<file path="src/rtl/tps4d_pkg.sv">
`timescale 1ns / 1ps

package tps4d_pkg;

  localparam int NUM_AXES       = 4;
  localparam int AXIS_BITS      = 2;
  localparam int VALUE_BITS     = 32;
  localparam int DIM_REG_BITS   = 13;
  localparam int CFG_INDEX_BITS = 4;
  localparam int CFG_DATA_BITS  = 13;

  typedef enum logic [CFG_INDEX_BITS-1:0] {
    CFG_DIM_0  = 4'd0,
    CFG_DIM_1  = 4'd1,
    CFG_DIM_2  = 4'd2,
    CFG_DIM_3  = 4'd3,
    CFG_PERM_0 = 4'd4,
    CFG_PERM_1 = 4'd5,
    CFG_PERM_2 = 4'd6,
    CFG_PERM_3 = 4'd7
  } cfg_idx_e;

endpackage

</file>
<file path="src/rtl/tensor_permute_scatter_4d.sv">
// Pipeline: each accepted input passes stage registers 1, 2 and 3, then the output register.
// Throughput: one element per cycle; the four pipeline stages share one stall signal
// driven by the output register, so in_ready_o follows out_ready_i while a result waits.
// Reset (rst_ni low, asynchronous): dims 1, identity permutation, position counters
// and all pipeline valid bits cleared.
`timescale 1ns / 1ps

module tensor_permute_scatter_4d #(
  parameter int DIM_BITS  = 12,
  parameter int ADDR_BITS = 24
) (
  input  logic                                     clk_i,
  input  logic                                     rst_ni,
  input  logic                                     cfg_we_i,
  input  logic [tps4d_pkg::CFG_INDEX_BITS-1:0]     cfg_index_i,
  input  logic [tps4d_pkg::CFG_DATA_BITS-1:0]      cfg_data_i,
  input  logic                                     in_valid_i,
  output logic                                     in_ready_o,
  input  logic [tps4d_pkg::VALUE_BITS-1:0]         element_value_i,
  output logic                                     out_valid_o,
  input  logic                                     out_ready_i,
  output logic [ADDR_BITS-1:0]                     dest_index_o,
  output logic [tps4d_pkg::VALUE_BITS-1:0]         moved_value_o,
  output logic                                     last_element_o
);

  localparam int SW   = DIM_BITS + 1;
  localparam int WIDE = ADDR_BITS + 2 * SW;
  localparam int MAXD = 1 << DIM_BITS;
  localparam int NAX  = tps4d_pkg::NUM_AXES;
  localparam int AXB  = tps4d_pkg::AXIS_BITS;
  localparam int VB   = tps4d_pkg::VALUE_BITS;

  logic [tps4d_pkg::DIM_REG_BITS-1:0] dim_q [NAX];
  logic [AXB-1:0]                     perm_q [NAX];
  logic [SW-1:0]                      s_eff [NAX];
  logic [DIM_BITS-1:0]                pos_q [NAX];
  logic [DIM_BITS-1:0]                pos_d [NAX];
  logic [NAX-1:0]                     at_end;
  logic                               last_now;
  logic                               adv;
  logic                               acc;

  // stride registers
  logic [SW-1:0]        sc_q;
  logic [ADDR_BITS-1:0] nstr0_q, nstr1_q, nstr2_q;
  logic [WIDE-1:0]      nstr1_full, nstr0_full;

  // pipeline
  logic                 v1_q, v2_q, v3_q, out_valid_q;
  logic [VB-1:0]        val1_q, val2_q, val3_q, val_out_q;
  logic                 last1_q, last2_q, last3_q, last_out_q;
  logic [DIM_BITS-1:0]  dp1_q [NAX];
  logic [DIM_BITS-1:0]  pos0_2_q, pos3_2_q;
  logic [ADDR_BITS-1:0] prod1_q, prod2_q, prod0_q, part_q, dest_q;

  always_ff @(posedge clk_i or negedge rst_ni) begin
    if (!rst_ni) begin
      for (int k = 0; k < NAX; k++) begin
        dim_q[k]  <= tps4d_pkg::DIM_REG_BITS'(1);
        perm_q[k] <= AXB'(k);
      end
    end else if (cfg_we_i) begin
      case (tps4d_pkg::cfg_idx_e'(cfg_index_i))
        tps4d_pkg::CFG_DIM_0:  dim_q[0]  <= cfg_data_i;
        tps4d_pkg::CFG_DIM_1:  dim_q[1]  <= cfg_data_i;
        tps4d_pkg::CFG_DIM_2:  dim_q[2]  <= cfg_data_i;
        tps4d_pkg::CFG_DIM_3:  dim_q[3]  <= cfg_data_i;
        tps4d_pkg::CFG_PERM_0: perm_q[0] <= cfg_data_i[AXB-1:0];
        tps4d_pkg::CFG_PERM_1: perm_q[1] <= cfg_data_i[AXB-1:0];
        tps4d_pkg::CFG_PERM_2: perm_q[2] <= cfg_data_i[AXB-1:0];
        tps4d_pkg::CFG_PERM_3: perm_q[3] <= cfg_data_i[AXB-1:0];
        default: ;
      endcase
    end
  end

  // zero dim reads as 1, oversized dim clamps to 2^DIM_BITS
  always_comb begin
    for (int k = 0; k < NAX; k++) begin
      if (dim_q[k] == '0) begin
        s_eff[k] = SW'(1);
      end else if (32'(dim_q[k]) > 32'(MAXD)) begin
        s_eff[k] = SW'(MAXD);
      end else begin
        s_eff[k] = SW'(dim_q[k]);
      end
      at_end[k] = 32'(pos_q[k]) >= (32'(s_eff[k]) - 32'd1);
    end
  end

  assign last_now = &at_end;

  always_comb begin
    logic carry;
    carry = 1'b1;
    for (int k = NAX - 1; k >= 0; k--) begin
      pos_d[k] = pos_q[k];
      if (carry) begin
        if (at_end[k]) begin
          pos_d[k] = '0;
        end else begin
          pos_d[k] = pos_q[k] + DIM_BITS'(1);
          carry    = 1'b0;
        end
      end
    end
  end

  assign adv        = !out_valid_q || out_ready_i;
  assign acc        = in_valid_i && adv;
  assign in_ready_o = adv;

  always_ff @(posedge clk_i or negedge rst_ni) begin
    if (!rst_ni) begin
      for (int k = 0; k < NAX; k++) begin
        pos_q[k] <= '0;
      end
    end else if (acc) begin
      for (int k = 0; k < NAX; k++) begin
        pos_q[k] <= pos_d[k];
      end
    end
  end

  assign nstr1_full = WIDE'(s_eff[perm_q[3]]) * WIDE'(s_eff[perm_q[2]]);
  assign nstr0_full = WIDE'(nstr1_q) * WIDE'(sc_q);

  always_ff @(posedge clk_i or negedge rst_ni) begin
    if (!rst_ni) begin
      sc_q    <= SW'(1);
      nstr2_q <= ADDR_BITS'(1);
      nstr1_q <= ADDR_BITS'(1);
      nstr0_q <= ADDR_BITS'(1);
    end else begin
      sc_q    <= s_eff[perm_q[1]];
      nstr2_q <= ADDR_BITS'(WIDE'(s_eff[perm_q[3]]));
      nstr1_q <= nstr1_full[ADDR_BITS-1:0];
      nstr0_q <= nstr0_full[ADDR_BITS-1:0];
    end
  end

  always_ff @(posedge clk_i or negedge rst_ni) begin
    if (!rst_ni) begin
      v1_q        <= 1'b0;
      v2_q        <= 1'b0;
      v3_q        <= 1'b0;
      out_valid_q <= 1'b0;
    end else if (adv) begin
      v1_q        <= in_valid_i;
      v2_q        <= v1_q;
      v3_q        <= v2_q;
      out_valid_q <= v3_q;
    end
  end

  always_ff @(posedge clk_i) begin
    if (acc) begin
      val1_q  <= element_value_i;
      last1_q <= last_now;
      for (int k = 0; k < NAX; k++) begin
        dp1_q[k] <= pos_q[perm_q[k]];
      end
    end
    if (adv) begin
      val2_q     <= val1_q;
      last2_q    <= last1_q;
      prod1_q    <= ADDR_BITS'(dp1_q[1]) * nstr1_q;
      prod2_q    <= ADDR_BITS'(dp1_q[2]) * nstr2_q;
      pos0_2_q   <= dp1_q[0];
      pos3_2_q   <= dp1_q[3];
      val3_q     <= val2_q;
      last3_q    <= last2_q;
      prod0_q    <= ADDR_BITS'(pos0_2_q) * nstr0_q;
      part_q     <= prod1_q + prod2_q + ADDR_BITS'(pos3_2_q);
      val_out_q  <= val3_q;
      last_out_q <= last3_q;
      dest_q     <= prod0_q + part_q;
    end
  end

  assign out_valid_o    = out_valid_q;
  assign dest_index_o   = dest_q;
  assign moved_value_o  = val_out_q;
  assign last_element_o = last_out_q;

`ifndef SYNTHESIS
  a_last_wraps: assert property (@(posedge clk_i) disable iff (!rst_ni)
    (acc && last_now) |=> (pos_q[0] == '0 && pos_q[1] == '0 &&
                           pos_q[2] == '0 && pos_q[3] == '0))
    else $error("counters did not wrap after last element");

  a_count_moves: assert property (@(posedge clk_i) disable iff (!rst_ni)
    (acc && !last_now) |=> ({pos_q[0], pos_q[1], pos_q[2], pos_q[3]} !=
                            $past({pos_q[0], pos_q[1], pos_q[2], pos_q[3]})))
    else $error("counters held on a non-final element");

  a_stall_holds: assert property (@(posedge clk_i) disable iff (!rst_ni)
    !adv |=> ($stable(v1_q) && $stable(v2_q) && $stable(v3_q) && $stable(dest_q)))
    else $error("pipeline moved during stall");

  a_no_count_idle: assert property (@(posedge clk_i) disable iff (!rst_ni)
    !acc |=> $stable({pos_q[0], pos_q[1], pos_q[2], pos_q[3]}))
    else $error("counters moved without an accepted transaction");
`endif

endmodule

</file>
<file path="config.mk">
export PLATFORM = sky130hd
export DESIGN_NAME = tensor_permute_scatter_4d
export DESIGN_NICKNAME = d
export VERILOG_FILES = /design/src/rtl/tps4d_pkg.sv /design/src/rtl/tensor_permute_scatter_4d.sv
export SDC_FILE = /design/constraint.sdc
export NUM_CORES = 2
export LEC_CHECK = 0
export ABC_AREA = 1
export BUFFER_PORTS_ARGS = -buffer_cell sky130_fd_sc_hd__buf_2
export CAP_MARGIN = 20
export CORE_MARGIN = 2
export CORE_UTILIZATION = 35
export CTS_CLUSTER_DIAMETER = 60
export DETAILED_ROUTE_END_ITERATION = 16
export SETUP_SLACK_MARGIN = 0.05
export SKIP_LAST_GASP = 1
export SLEW_MARGIN = 20
export SYNTH_ARGS = -nofsm -noshare
export SYNTH_HDL_FRONTEND = slang
export SYNTH_SLANG_ARGS = --single-unit
export TNS_END_PERCENT = 50
</file>
<file path="constraint.sdc">
create_clock -name clk_i -period 17.3 [get_ports clk_i]
set_clock_uncertainty 0.2 [all_clocks]
set_input_delay 0.865 -clock clk_i [delete_from_list [all_inputs] [get_ports clk_i]]
set_output_delay 0.865 -clock clk_i [all_outputs]
set_load 0.005 [all_outputs]
</file>
==> impl.org <==
** Logic synthesis
- Top cell type's share of synthesized area :: 27.1%
- By area the synthesized netlist is led by sky130_fd_sc_hd__fa_1 27%, sky130_fd_sc_hd__edfxtp_1 18%, sky130_fd_sc_hd__nand2_1 11%, sky130_fd_sc_hd__inv_1 8.9%, sky130_fd_sc_hd__ha_1 8.4%.
- After Yosys synthesis, full adders, half adders and majority gates account for 35.4% of the synthesized area.
- Post-synthesis average cell area :: 8.69 um^2
- Cell count after synthesis :: 6216
- Fraction of the yosys area taken by sequential cells :: 26.7%
- Flip-flop and latch count after synthesis :: 510
- Area fraction in and, or, nand and nor cells after synthesis :: 15.4%
- Summing the areas of all xor and xnor instances in the mapped netlist gives 4.20% of the synthesized area.
- The Yosys step of the flow raised 0 warnings.
- Post-synthesis compound-gate area fraction :: 7.32%
- Top cell type by total area after synthesis :: sky130_fd_sc_hd__fa_1
- The mapped netlist covers 54000 um^2.
- Fraction of synthesis flops using an asynchronous set or reset pin :: 36.5%
- After synthesis, the netlist uses 58 different library cells.
- After synthesis, the largest family of logic cells by area is adder cells.
- The portion of synthesized area spent on multiplexers is 0%.
- Yosys mapped a number of flops with a built-in enable equal to 324.
- Top FF cell, synth :: sky130_fd_sc_hd__edfxtp_1
- The number of nets in the synthesized netlist is 7361.

** Drt
- Remaining antenna violation count :: 0
- # DRC :: 0
- Summed over all layers, the routed wires come to 148 mm.
- The pre-antenna-repair detailed-routing pass consisted of 6 iterations.
- Avg Vias per Cell :: 4.90
- After the first detailed-routing iteration, the DRC count stood at 3221.
- Vias :: 40600
- Average wire length per cell after detail routing :: 17.9 um

** Setup path
- Startpoint class of the critical path :: flop
- Cell with the biggest individual delay on the critical path :: sky130_fd_sc_hd__dfstp_2
- Worst Setup End Kind :: flop
- Worst Setup Path Type :: flop to flop
- Largest fanout of any net on the critical path :: 54
- Critical path data required time :: 17.64 ns
- Cell repeated most along the worst path :: sky130_fd_sc_hd__fa_1
- Slowest Stage Delay on Critical Path :: 1.05 ns
- Cell family with most CP delay :: adder cells
- The critical path contains buffers and inverters numbering 6 combined.
- Data arrival time at the worst-slack endpoint :: 7.67 ns
- Walking the worst path, the cells encountered are inv_2 -> o21ai_1 -> inv_1 -> o21ai_1 -> clkinv_1 -> nand2_1 -> fa_1 -> fa_1 -> inv_1 -> fa_1 -> fa_1 -> inv_1 -> fa_1 -> inv_1 -> ha_1 -> a21oi_1 -> o21ai_0 -> a21o_1 -> a31oi_1 -> o21ai_0 -> xor2_1.

** Global routing
- Antenna violations before repair :: 5
- Global-route wire length before repair :: 236 mm
- The via count of the first global-routing pass is 41700.
- Pin count of the biggest net entering global routing :: 109
- GRT overflow :: 0
- GRT Resource Usage Total :: 19.3%

** Clock tree
- After clock tree synthesis, the repair step resized 0 gates.
- Later-pin clock latency in the skew report :: 0.69 ns
- Clk Tree Root Cell :: sky130_fd_sc_hd__clkbuf_16
- Clock-pin slew was measured on the worst setup and hold paths at 0.06 ns.
- After clock tree synthesis, the flow added hold-fix buffers numbering 1.
- Clock buffer depth :: 3
- H-tree lvl count :: 3
- CTS saw 510 sinks.
- Buffers added to address setup during post-CTS repair amount to 0.
- Total clock buffers created by CTS :: 71
- TritonCTS clock tree :: done

** STA
- Setup violations remaining at the end of the flow were counted as 0.
- Worst slew slack as a fraction of its limit :: 21.7%
- Final-layout setup total negative slack :: 0 ns
- The worst path uses 42.4% of the clock period.
- The routed design could run at a clock period as short as 7.33 ns.
- Actual slew at the worst max-slew pin :: 1.17 ns
- Setup repair after global routing left no endpoint under its margin.
- WHS :: 0.142 ns
- Static timing analysis puts the maximum clock frequency at 136 MHz.
- The final hold violation count was 0.
- The count of pins over their slew limit came to 0.

** Floorplan
- Once the floorplan was initialized, standard cells occupied 35.1% of the core.
- Chip height :: 397 um
- I/O pin count :: 113
- In this run the standard cell core region covers 154000 um^2.
- The die covers 157000 um^2.
- Die width :: 397 um
- The floorplan has 144 rows.

** Finish
- Layout net count :: 7326
- End-of-flow core utilization :: 38.3%
- P&R area growth vs syn :: 9.04%
- Fraction of layout instances using a drive strength above 1 :: 5.37%

** Outcome
- Outcome :: complete, no violations

** Hold path
- The path class of the tightest hold or removal check is primary input to flop.

** Job
- Max-cap violations in this run came to 0.

** Placement
- Port buffering added 112 buffers.
- After legalization and detailed placement, the total HPWL measured 115 mm.
- Final estimated routing congestion in global placement :: 0.975
-- metrics by stage --
step,instances,setup WS [ns],cell area (um^2)
floorplan,6216,10.07,54000
finish,8284,9.97,58900
global route,8283,9.26,58900
global placement,8151,10.16,56400
CTS,8283,10.04,58900
detailed placement,8151,10.07,56400
-- worst paths after layout --
path	startpoint	to	slack, ns	cells past startpoint
setup / recovery	perm_q[0]$_DFFE_PN1P_	nstr1_q[16]$_DFF_PN0_	9.97	21
hold / removal	element_value_i[20]	val1_q[20]$_DFFE_PP_	0.14	1
setup reg to reg	perm_q[0]$_DFFE_PN1P_	nstr1_q[16]$_DFF_PN0_	9.97	21
hold reg to reg	last1_q$_DFFE_PP_	last2_q$_DFFE_PN_	0.21	0
max in group asynchronous	rst_ni	pos_q[17]$_DFFE_PN0P_	14.99	3
min in group asynchronous	rst_ni	nstr1_q[15]$_DFF_PN0_	0.54	2
-- cell usage in the layout (no fill, tap or decap), drive strengths merged, types with 127 or more instances in the layout --
| cell | count |
|---|---|
| nand2 | 1545 |
| ha | 361 |
| buf | 147 |
| nor2 | 309 |
| dfrtp | 174 |
| nand3 | 127 |
| xor2 | 189 |
| fa | 730 |
| o21ai | 300 |
| inv | 1300 |
| a21oi | 285 |
| edfxtp | 324 |
-- cell families after synthesis --
group / after synthesis
flip-flops: 510
AO/OA/AOI/OAI: 714
AND/OR/NAND/NOR: 2086
buffers and inverters: 1556
XOR/XNOR: 259
adder cells (fa/ha/maj): 1091
-- layout make-up --
cell class	count	area [um^2]
well taps	2044	2560
clock inverters	51	644
fillers	15500	94800
diodes	1	2.50
clock buffers	80	1840
multi-input cells	4150	33700
flip-flops and latches	510	14400
inverters	1299	4880
repair buffers	149	850
-- sequential cells by signal (all words and copies together) (netlist names), 8 cells and up --
name / cells
val3_q: 32
nstr2_q: 13
dim_q: 52
sc_q: 13
part_q: 24
dest_index_o: 24
pos3_2_q: 12
prod1_q: 24
moved_value_o: 32
val1_q: 32
prod2_q: 24
dp1_q: 48
perm_q: 8
prod0_q: 24
pos_q: 48
pos0_2_q: 12
val2_q: 32
nstr1_q: 24
nstr0_q: 24
-- synthesized netlist by cell type (all sizes together), types with 24 or more instances --
master	number
inv	1286
xor2	189
nand2	1545
nor3	40
nand4	25
dfrtp	174
nand3	127
edfxtp	324
ha	361
o21ai	300
o211ai	25
buf	38
nor2	309
o22ai	24
a21oi	285
clkbuf	219
fa	730
xnor2	70
-- per-layer routing --
layer  part of all wire (%)  vias up  GRT usage, %
li1                       -    19000             -
met1                     43    20100          25.7
met2                     47     1291          31.4
met3                    7.0      247          3.55
met4                    3.6        2          6.76
met5                  0.011        -             0
Power is left out: the tool's default activity adds up to more than one toggle a clock period on the data nets, which glitch-free logic cannot reach.
